## src/hw/rtl/bfbx_pkg.sv

```systemverilog
// ----------------------------------------------------------------------------
// bfbx_pkg: shared types and constants of the byte frame builder
// Request layout between front and back, queue sizing, register indexes.
// ----------------------------------------------------------------------------
package bfbx_pkg;

  localparam int unsigned ByteW     = 8;
  localparam int unsigned CfgIdxW   = 1;
  localparam int unsigned FifoDepth = 4;
  localparam int unsigned FifoAw    = $clog2(FifoDepth);
  localparam int unsigned FifoCntW  = FifoAw + 1;
  // position of the next byte inside one request, up to six bytes
  localparam int unsigned SlotW     = 3;

  localparam logic [CfgIdxW-1:0] RegHeader = 1'b0;
  localparam logic [CfgIdxW-1:0] RegFooter = 1'b1;

  localparam logic FuncStart = 1'b0;
  localparam logic FuncData  = 1'b1;

  localparam logic [SlotW-1:0] SlotFirst = 3'd0;
  localparam logic [SlotW-1:0] SlotHdr1  = 3'd1;
  localparam logic [SlotW-1:0] SlotHdr2  = 3'd2;
  localparam logic [SlotW-1:0] SlotHdr3  = 3'd3;
  localparam logic [SlotW-1:0] SlotCheck = 3'd4;
  localparam logic [SlotW-1:0] SlotFoot  = 3'd5;

  typedef enum logic [1:0] {
    CMD_MISUSE,
    CMD_START,
    CMD_DATA
  } cmd_e;

  typedef struct packed {
    cmd_e             cmd;
    logic             close;
    logic [ByteW-1:0] frame_type;
    logic [ByteW-1:0] payload_length;
    logic [ByteW-1:0] sequence_req;
    logic [ByteW-1:0] data_byte;
    logic [ByteW-1:0] check;
  } req_t;

  typedef struct packed {
    logic full;
    logic empty;
  } fifo_stat_t;

endpackage

```

## src/hw/rtl/bfbx_in_if.sv

```systemverilog
// ----------------------------------------------------------------------------
// bfbx_in_if: input item channel
// Valid/ready handshake carrying start and data items.
// ----------------------------------------------------------------------------
interface bfbx_in_if;
  logic                      valid;
  logic                      ready;
  logic                      func;
  logic [bfbx_pkg::ByteW-1:0] frame_type;
  logic [bfbx_pkg::ByteW-1:0] sequence_req;
  logic [bfbx_pkg::ByteW-1:0] payload_length;
  logic [bfbx_pkg::ByteW-1:0] data_byte;

  modport source (
    output valid, func, frame_type, sequence_req, payload_length, data_byte,
    input  ready
  );
  modport sink (
    input  valid, func, frame_type, sequence_req, payload_length, data_byte,
    output ready
  );
endinterface

```

## src/hw/rtl/bfbx_out_if.sv

```systemverilog
// ----------------------------------------------------------------------------
// bfbx_out_if: frame byte channel
// Valid/ready handshake carrying one frame byte and its flags.
// ----------------------------------------------------------------------------
interface bfbx_out_if;
  logic                      valid;
  logic                      ready;
  logic [bfbx_pkg::ByteW-1:0] frame_byte;
  logic                      frame_end;
  logic                      misuse;

  modport source (
    output valid, frame_byte, frame_end, misuse,
    input  ready
  );
  modport sink (
    input  valid, frame_byte, frame_end, misuse,
    output ready
  );
endinterface

```

## src/hw/rtl/bfbx_front.sv

```systemverilog
// ----------------------------------------------------------------------------
// bfbx_front: item classifier
// Tracks the open frame, checks item order and queues one request per item.
// ----------------------------------------------------------------------------
module bfbx_front (
  input  logic                   clk_i,
  input  logic                   rst_ni,
  bfbx_in_if.sink                in_i,
  input  bfbx_pkg::fifo_stat_t   stat_i,
  output logic                   push_o,
  output bfbx_pkg::req_t         req_o
);

  logic                       open_q, open_d;
  logic [bfbx_pkg::ByteW-1:0] left_q, left_d;
  logic [bfbx_pkg::ByteW-1:0] check_q, check_d;
  logic [bfbx_pkg::ByteW-1:0] seed;

  assign in_i.ready = !stat_i.full;
  assign push_o     = in_i.valid && !stat_i.full;
  assign seed       = in_i.frame_type ^ in_i.payload_length ^ in_i.sequence_req;

  always_comb begin
    open_d  = open_q;
    left_d  = left_q;
    check_d = check_q;

    req_o.cmd            = bfbx_pkg::CMD_MISUSE;
    req_o.close          = 1'b0;
    req_o.frame_type     = in_i.frame_type;
    req_o.payload_length = in_i.payload_length;
    req_o.sequence_req   = in_i.sequence_req;
    req_o.data_byte      = in_i.data_byte;
    req_o.check          = seed;

    if (in_i.func == bfbx_pkg::FuncStart) begin
      if (!open_q) begin
        req_o.cmd   = bfbx_pkg::CMD_START;
        req_o.close = (in_i.payload_length == '0);
        open_d      = (in_i.payload_length != '0);
        left_d      = in_i.payload_length;
        check_d     = seed;
      end
    end else if (open_q) begin
      req_o.cmd   = bfbx_pkg::CMD_DATA;
      req_o.check = check_q ^ in_i.data_byte;
      req_o.close = (left_q == bfbx_pkg::ByteW'(1));
      check_d     = check_q ^ in_i.data_byte;
      left_d      = left_q - bfbx_pkg::ByteW'(1);
      // last declared byte closes the frame
      if (left_q == bfbx_pkg::ByteW'(1)) begin
        open_d = 1'b0;
      end
    end
  end

  always_ff @(posedge clk_i or negedge rst_ni) begin
    if (!rst_ni) begin
      open_q  <= 1'b0;
      left_q  <= '0;
      check_q <= '0;
    end else if (push_o) begin
      open_q  <= open_d;
      left_q  <= left_d;
      check_q <= check_d;
    end
  end

endmodule

```

## src/hw/rtl/bfbx_fifo.sv

```systemverilog
// ----------------------------------------------------------------------------
// bfbx_fifo: request queue
// Short register queue that decouples the classifier from the serializer.
// ----------------------------------------------------------------------------
module bfbx_fifo (
  input  logic                 clk_i,
  input  logic                 rst_ni,
  input  logic                 push_i,
  input  bfbx_pkg::req_t       req_i,
  input  logic                 pop_i,
  output bfbx_pkg::req_t       head_o,
  output bfbx_pkg::fifo_stat_t stat_o
);

  bfbx_pkg::req_t                 mem_q [bfbx_pkg::FifoDepth];
  logic [bfbx_pkg::FifoAw-1:0]    wr_q, rd_q;
  logic [bfbx_pkg::FifoCntW-1:0]  cnt_q;

  assign stat_o.full  = (cnt_q == bfbx_pkg::FifoCntW'(bfbx_pkg::FifoDepth));
  assign stat_o.empty = (cnt_q == '0);
  assign head_o       = mem_q[rd_q];

  always_ff @(posedge clk_i) begin
    if (push_i) begin
      mem_q[wr_q] <= req_i;
    end
  end

  always_ff @(posedge clk_i or negedge rst_ni) begin
    if (!rst_ni) begin
      wr_q  <= '0;
      rd_q  <= '0;
      cnt_q <= '0;
    end else begin
      if (push_i) begin
        wr_q <= wr_q + bfbx_pkg::FifoAw'(1);
      end
      if (pop_i) begin
        rd_q <= rd_q + bfbx_pkg::FifoAw'(1);
      end
      if (push_i && !pop_i) begin
        cnt_q <= cnt_q + bfbx_pkg::FifoCntW'(1);
      end else if (pop_i && !push_i) begin
        cnt_q <= cnt_q - bfbx_pkg::FifoCntW'(1);
      end
    end
  end

endmodule

```

## src/hw/rtl/bfbx_back.sv

```systemverilog
// ----------------------------------------------------------------------------
// bfbx_back: frame serializer
// Walks the bytes of the head request into the output register, one a cycle while out_o is ready.
// ----------------------------------------------------------------------------
module bfbx_back (
  input  logic                       clk_i,
  input  logic                       rst_ni,
  input  bfbx_pkg::req_t             head_i,
  input  bfbx_pkg::fifo_stat_t       stat_i,
  input  logic [bfbx_pkg::ByteW-1:0] header_i,
  input  logic [bfbx_pkg::ByteW-1:0] footer_i,
  output logic                       pop_o,
  bfbx_out_if.source                 out_o
);

  logic [bfbx_pkg::SlotW-1:0] slot_q;
  logic                       valid_q;
  logic [bfbx_pkg::ByteW-1:0] byte_q;
  logic                       end_q;
  logic                       misuse_q;

  logic [bfbx_pkg::ByteW-1:0] nxt_byte;
  logic                       nxt_end;
  logic                       nxt_misuse;
  logic                       nxt_last;
  logic                       load;

  assign load  = !stat_i.empty && (!valid_q || out_o.ready);
  assign pop_o = load && nxt_last;

  always_comb begin
    nxt_byte   = '0;
    nxt_end    = 1'b0;
    nxt_misuse = 1'b0;
    nxt_last   = 1'b1;
    case (head_i.cmd)
      bfbx_pkg::CMD_START: begin
        nxt_last = head_i.close ? (slot_q == bfbx_pkg::SlotFoot)
                                : (slot_q == bfbx_pkg::SlotHdr3);
        case (slot_q)
          bfbx_pkg::SlotFirst: nxt_byte = header_i;
          bfbx_pkg::SlotHdr1:  nxt_byte = head_i.frame_type;
          bfbx_pkg::SlotHdr2:  nxt_byte = head_i.payload_length;
          bfbx_pkg::SlotHdr3:  nxt_byte = head_i.sequence_req;
          bfbx_pkg::SlotCheck: nxt_byte = head_i.check;
          bfbx_pkg::SlotFoot: begin
            nxt_byte = footer_i;
            nxt_end  = 1'b1;
          end
          default: nxt_byte = '0;
        endcase
      end
      bfbx_pkg::CMD_DATA: begin
        // data, then check and footer when it closes; slots 0, 1, 2
        nxt_last = head_i.close ? (slot_q == bfbx_pkg::SlotHdr2)
                                : (slot_q == bfbx_pkg::SlotFirst);
        case (slot_q)
          bfbx_pkg::SlotFirst: nxt_byte = head_i.data_byte;
          bfbx_pkg::SlotHdr1:  nxt_byte = head_i.check;
          bfbx_pkg::SlotHdr2: begin
            nxt_byte = footer_i;
            nxt_end  = 1'b1;
          end
          default: nxt_byte = '0;
        endcase
      end
      default: begin
        nxt_misuse = 1'b1;
      end
    endcase
  end

  always_ff @(posedge clk_i or negedge rst_ni) begin
    if (!rst_ni) begin
      slot_q  <= bfbx_pkg::SlotFirst;
      valid_q <= 1'b0;
    end else begin
      if (load) begin
        valid_q <= 1'b1;
        slot_q  <= nxt_last ? bfbx_pkg::SlotFirst : slot_q + bfbx_pkg::SlotW'(1);
      end else if (out_o.ready) begin
        valid_q <= 1'b0;
      end
    end
  end

  always_ff @(posedge clk_i) begin
    if (load) begin
      byte_q   <= nxt_byte;
      end_q    <= nxt_end;
      misuse_q <= nxt_misuse;
    end
  end

  assign out_o.valid      = valid_q;
  assign out_o.frame_byte = byte_q;
  assign out_o.frame_end  = end_q;
  assign out_o.misuse     = misuse_q;

endmodule

```

## src/hw/rtl/byte_frame_builder_xor_unit.sv

```systemverilog
// ----------------------------------------------------------------------------
// byte_frame_builder_xor_unit: byte frame builder with XOR check byte
// Turns start and data items into a serialized frame byte stream.
// ----------------------------------------------------------------------------
// Usage:
//   in_i carries start items (func 0: type, sequence, length) and data items
//   (func 1: one payload byte). out_o gives one frame byte per transfer with
//   frame_end on the footer and misuse on an out-of-order item.
//   header_byte and footer_byte are written through cfg_we_i/cfg_idx_i/
//   cfg_wdata_i while the block is idle; the user ensures that, not the block.
// Path: an accepted item enters the request queue; its first byte is then
//   registered at out_o once the queue ahead is empty and out_o is free.
// Throughput: out_o moves one byte per cycle while out_o.ready is high and
//   a request waits. A data item gives 1 output byte (3 when it closes the
//   frame), a start item 4 (6 for an empty frame), a misuse item 1. in_i
//   takes one item per cycle while the four-entry request queue has room;
//   the output serializer sets the sustained rate.
// Reset: no frame open, queue and output empty, registers 0xAA and 0x55.
// Stall: when out_o.ready is low the output byte holds, the serializer waits
//   and in_i keeps accepting until the queue is full.
// ----------------------------------------------------------------------------
module byte_frame_builder_xor_unit (
  input  logic                          clk_i,
  input  logic                          rst_ni,
  bfbx_in_if.sink                       in_i,
  bfbx_out_if.source                    out_o,
  input  logic                          cfg_we_i,
  input  logic [bfbx_pkg::CfgIdxW-1:0]  cfg_idx_i,
  input  logic [bfbx_pkg::ByteW-1:0]    cfg_wdata_i
);

  logic [bfbx_pkg::ByteW-1:0] header_q;
  logic [bfbx_pkg::ByteW-1:0] footer_q;
  logic                       push;
  logic                       pop;
  bfbx_pkg::req_t             req;
  bfbx_pkg::req_t             head;
  bfbx_pkg::fifo_stat_t       stat;

  always_ff @(posedge clk_i or negedge rst_ni) begin
    if (!rst_ni) begin
      header_q <= 8'hAA;
      footer_q <= 8'h55;
    end else if (cfg_we_i) begin
      case (cfg_idx_i)
        bfbx_pkg::RegHeader: header_q <= cfg_wdata_i;
        bfbx_pkg::RegFooter: footer_q <= cfg_wdata_i;
        default: ;
      endcase
    end
  end

  bfbx_front u_front (
    .clk_i  (clk_i),
    .rst_ni (rst_ni),
    .in_i   (in_i),
    .stat_i (stat),
    .push_o (push),
    .req_o  (req)
  );

  bfbx_fifo u_fifo (
    .clk_i  (clk_i),
    .rst_ni (rst_ni),
    .push_i (push),
    .req_i  (req),
    .pop_i  (pop),
    .head_o (head),
    .stat_o (stat)
  );

  bfbx_back u_back (
    .clk_i    (clk_i),
    .rst_ni   (rst_ni),
    .head_i   (head),
    .stat_i   (stat),
    .header_i (header_q),
    .footer_i (footer_q),
    .pop_o    (pop),
    .out_o    (out_o)
  );

`ifndef ASSERT_OFF
  a_misuse_no_byte: assert property (@(posedge clk_i) disable iff (!rst_ni)
    out_o.valid && out_o.misuse |-> out_o.frame_byte == '0 && !out_o.frame_end)
    else $error("misuse result carries a byte");

  a_end_is_footer: assert property (@(posedge clk_i) disable iff (!rst_ni)
    out_o.valid && out_o.frame_end |-> out_o.frame_byte == footer_q && !out_o.misuse)
    else $error("frame end not on footer byte");

  a_queue_state: assert property (@(posedge clk_i) disable iff (!rst_ni)
    !(stat.full && stat.empty) && !(pop && stat.empty))
    else $error("request queue state broken");
`endif

endmodule

```

## src/flat_wrapper.sv

```systemverilog
// flat-port wrapper written by rule: the top's interface ports become plain ports
module byte_frame_builder_xor_unit_flat 
  (clk_i, rst_ni, cfg_we_i, cfg_idx_i, cfg_wdata_i, in_i_valid, in_i_func, in_i_frame_type, in_i_sequence_req, in_i_payload_length, in_i_data_byte, in_i_ready, out_o_valid, out_o_frame_byte, out_o_frame_end, out_o_misuse, out_o_ready);
  bfbx_in_if in_i_i ();
  bfbx_out_if out_o_i ();
  input  logic clk_i;
  input  logic rst_ni;
  input  logic cfg_we_i;
  input  logic [bfbx_pkg::CfgIdxW-1:0] cfg_idx_i;
  input  logic [bfbx_pkg::ByteW-1:0] cfg_wdata_i;
  input wire logic [$bits(in_i_i.valid)-1:0] in_i_valid;
  input wire logic [$bits(in_i_i.func)-1:0] in_i_func;
  input wire logic [$bits(in_i_i.frame_type)-1:0] in_i_frame_type;
  input wire logic [$bits(in_i_i.sequence_req)-1:0] in_i_sequence_req;
  input wire logic [$bits(in_i_i.payload_length)-1:0] in_i_payload_length;
  input wire logic [$bits(in_i_i.data_byte)-1:0] in_i_data_byte;
  output wire logic [$bits(in_i_i.ready)-1:0] in_i_ready;
  output wire logic [$bits(out_o_i.valid)-1:0] out_o_valid;
  output wire logic [$bits(out_o_i.frame_byte)-1:0] out_o_frame_byte;
  output wire logic [$bits(out_o_i.frame_end)-1:0] out_o_frame_end;
  output wire logic [$bits(out_o_i.misuse)-1:0] out_o_misuse;
  input wire logic [$bits(out_o_i.ready)-1:0] out_o_ready;
  assign in_i_i.valid = in_i_valid;
  assign in_i_i.func = in_i_func;
  assign in_i_i.frame_type = in_i_frame_type;
  assign in_i_i.sequence_req = in_i_sequence_req;
  assign in_i_i.payload_length = in_i_payload_length;
  assign in_i_i.data_byte = in_i_data_byte;
  assign in_i_ready = in_i_i.ready;
  assign out_o_valid = out_o_i.valid;
  assign out_o_frame_byte = out_o_i.frame_byte;
  assign out_o_frame_end = out_o_i.frame_end;
  assign out_o_misuse = out_o_i.misuse;
  assign out_o_i.ready = out_o_ready;
  byte_frame_builder_xor_unit u_core (.clk_i(clk_i), .rst_ni(rst_ni), .in_i(in_i_i), .out_o(out_o_i), .cfg_we_i(cfg_we_i), .cfg_idx_i(cfg_idx_i), .cfg_wdata_i(cfg_wdata_i));
endmodule
```

## config.mk

```make
export PLATFORM = sky130hd
export DESIGN_NAME = byte_frame_builder_xor_unit_flat
export DESIGN_NICKNAME = d
export VERILOG_FILES = /design/src/hw/rtl/bfbx_pkg.sv /design/src/hw/rtl/bfbx_in_if.sv /design/src/hw/rtl/bfbx_out_if.sv /design/src/hw/rtl/bfbx_front.sv /design/src/hw/rtl/bfbx_fifo.sv /design/src/hw/rtl/bfbx_back.sv /design/src/hw/rtl/byte_frame_builder_xor_unit.sv /design/src/flat_wrapper.sv
export SDC_FILE = /design/constraint.sdc
export NUM_CORES = 1
export LEC_CHECK = 0
export ABC_AREA = 1
export BUFFER_PORTS_ARGS = -buffer_cell sky130_fd_sc_hd__buf_2
export CAP_MARGIN = 0
export CORE_ASPECT_RATIO = 1.25
export CORE_MARGIN = 2
export CORE_UTILIZATION = 45
export DETAILED_ROUTE_END_ITERATION = 6
export SETUP_SLACK_MARGIN = 0.1
export SLEW_MARGIN = 25
export SYNTH_ARGS = -nofsm -noshare
export SYNTH_HDL_FRONTEND = slang
export SYNTH_SLANG_ARGS = --single-unit
```

## constraint.sdc

```tcl
create_clock -name clk_i -period 7.3 [get_ports clk_i]
set_input_delay 1.095 -clock clk_i [delete_from_list [all_inputs] [get_ports clk_i]]
set_output_delay 1.095 -clock clk_i [all_outputs]
set_load 0.05 [all_outputs]
```

==> reports/metrics.yaml <==
synth:
  yosys_most_used_dff: "edfxtp_1"
  ys_seq_area_share_pct: 64.5
  yosys_warnings: 0
  synth.area.top_cells: "edfxtp_1 (54%), nand2_1 (11%), dfrtp_1 (8.8%)"
  synth_top_cell_by_area: "edfxtp_1"
  synth.most_common_cell: "nand2_1"
  async_flop_share_pct: 19.5
  ys_ff_latch: 226
  postSynthAreaPerCell_um2: 10.3
  synth.net_count: 1052
  synthCells: 988
  syn_area_mm2: 0.0102
  ys_types: 37
  synth_top_cell_area_share_pct: 53.6
  ys_top_cells_by_count: "nand2_1 (304), edfxtp_1 (182), nand3_1 (101)"
  synth_edf_count: 182
worst_setup_path:
  worstPathRequired_ps: 7680
  endpoint_kind: "flop"
  start_kind: "flop"
  path_max_fanout: 54
  path_class: "flop to flop"
  cp.arrival_ps: 4310
layout:
  syn_to_final_growth_pct: 12.5
  fillers: 2024
  post-route-util_pct: 51.5
  antenna_cells: 0
  drive_above_1_share_pct: 12.0
  nets: 1101
sta:
  holdWs_ps: 495
  slew_violations: 0
  fin_tns_setup_ps: 0
  final.min_clock_period_ps: 3930
  layout_worst_path_cycle_share_pct: 53.8
  fmax_ghz: 0.255
  worstMarginPinSlew_ps: 1000
  rsz0062_at_grt: "false"
  maxSlewHeadroom_pct: 32.8
  finClkSkew_ps: 7.87
  finalSetupViolations: 0
  finalHoldViolCount: 0
global_routing:
  overflow: 0
  grt_pass1_wl_mm: 37.0
  grt_util_all_layers_pct: 20.0
  antenna_found_initial: 0
  grt_start_max_net_pins: 71
  grt_pass1_vias: 6692
worst_hold_path:
  hold_class: "flop to flop"
floorplanning:
  num_rows: 61
  initial_core_util_pct: 45.8
  die-area_mm2: 0.0239
  dieWidth_um: 139
  io_pins: 59
  coreArea_mm2: 0.0223
  die_h_um: 172
placed_design:
  routabilityCongestion: 0.806
  hpwl_mm: 14.8
  numPortBuffers: 58
power_and_ir_drop:
  design_power_total_mw: 4.79
  power_density_mw_per_mm2: 417
  switching_power_mw: 1.84
  p_int_mw: 2.96
  clockPowerShare_pct: 25.0
  p_leak_nw: 4.67
  vdd_drop_max_mv: 0.209
  swShare_pct: 38.3
  p_seq_share_pct: 39.5
  pwr-share-comb_pct: 35.4
drt:
  drc: 0
  vias: 6858
  drt-pass1-iter-count: 5
  vias_per_cell: 5.13
  wl_mm: 23.6
  first_iter_violations: 499
  drtAntennaViolNets: 0
  post_drt_wl_per_cell_um: 17.6
cts:
  cts_buffers: 24
  cts_root_buf: "clkbuf_16"
  clockBufferDepth: 3
  postCtsHoldBufs: 0
  clock-sinks: 226
  cts_setup_buffers: 0
  post_cts_resized: 0
  clk_latency_ps: 510
  clkTransAtPathRegs_ps: 60
  cts_tree: "built"
  htree_levels: 1
outcome:
  status: "completed"
run:
  maxCapViolCount: 0
## per-layer routing
metal  global-route usage [%]  up-vias  wire length (um)
met4                     5.36        0               463
met3                     2.94       33              1140
met1                     26.3     3247             10400
met5                        0        -                 0
met2                     35.0      177             11600
li1                         -     3401                 -
## cells in the final DEF, fill, tap and decap left out, types with 3 or more instances in the layout
cell type and count:
o21a_1 8, xor2_1 19, xnor2_1 9, clkinv_1 7, nor2_4 4, clkbuf_1 5
o21ai_0 75, inv_1 76, nand3_1 101, nand2_1 304, a21oi_2 6, nor2_1 46
o22ai_1 3, o21ai_1 7, clkbuf_16 25, dfstp_2 8, dfrtp_1 35, buf_2 58
buf_4 9, inv_2 4, ha_1 16, edfxtp_1 182, a21oi_1 24
## power by group through the flow
stage / Clock [mW] / Combinational (mW) / Sequential [mW]
4_1_cts: 1.23 / 1.72 / 1.90
2_1_floorplan: 0 / 1.17 / 1.99
3_3_place_gp: 0 / 1.68 / 1.91
6_report: 1.20 / 1.70 / 1.89
3_5_place_dp: 0 / 1.71 / 1.92
5_1_grt: 1.28 / 1.91 / 1.93
## metrics by stage
stage	cell area [um2]	std cells	worst slack, ps
5_1_grt	11500	1338	3060
4_1_cts	11500	1338	3360
3_5_place_dp	10700	1294	3370
3_3_place_gp	10700	1294	3440
6_report	11500	1338	3370
2_1_floorplan	10200	988	3880
## kinds of logic (layout without fill, tap and decap cells)
| logic type | after synthesis | after routing | share of synthesized area (%) |
|---|---|---|---|
| adder cells (fa/ha/maj) | 17 | 17 | 2.16 |
| XOR/XNOR | 28 | 28 | 2.40 |
| AO/OA/AOI/OAI | 127 | 127 | 6.85 |
| flip-flops | 226 | 226 | 64.5 |
| AND/OR/NAND/NOR | 464 | 464 | 18.7 |
| buffers and inverters | 126 | 193 | 5.44 |
## worst paths after layout
check	from	end	slack (ps)	cells after the start
setup reg to reg	u_core.u_fifo.rd_q[1]	u_core.u_fifo.cnt_q[2]	3370	14
setup / recovery	u_core.u_fifo.rd_q[1]	u_core.u_fifo.cnt_q[2]	3370	14
hold / removal	u_core.header_q[5]	u_core.header_q[5]	500	2
hold reg to reg	u_core.header_q[5]	u_core.header_q[5]	500	2
min in group asynchronous	rst_ni	u_core.u_fifo.wr_q[0]	690	2
max in group asynchronous	rst_ni	u_core.u_fifo.rd_q[0]	6140	2
## critical path, cell delays in order (launching register included)
cell,delay [ps]
dfrtp_1,320
buf_4,490
inv_2,480
a32oi_1,380
inv_1,80
ha_1,440
inv_1,100
nand3_1,220
nand2_1,150
ha_1,160
inv_1,70
fa_1,430
a21oi_1,150
o21ai_0,120
xor2_1,150
## layout make-up
class,instances,area [um2],area share [%]
sequential,226,6580,57.3
tap,283,354,3.08
inverter,82,308,2.68
multi-input combinational,636,3100,27.0
clock buffer,32,672,5.85
timing repair buffer,67,358,3.12
clock inverter,12,113,0.981
## state kept, by name (all words and copies together) (netlist names), 2 cells and up
signal,count
u_core.footer_q,8
u_core.u_back.slot_q,3
u_core.u_fifo.cnt_q,3
u_core.u_front.check_q,8
u_core.u_back.out_o.frame_byte,8
u_core.u_fifo.wr_q,2
u_core.u_fifo.rd_q,2
u_core.u_front.left_q,8
u_core.u_fifo.mem_q,172
u_core.header_q,8
Note: power is estimated with default switching activity, not from simulation.
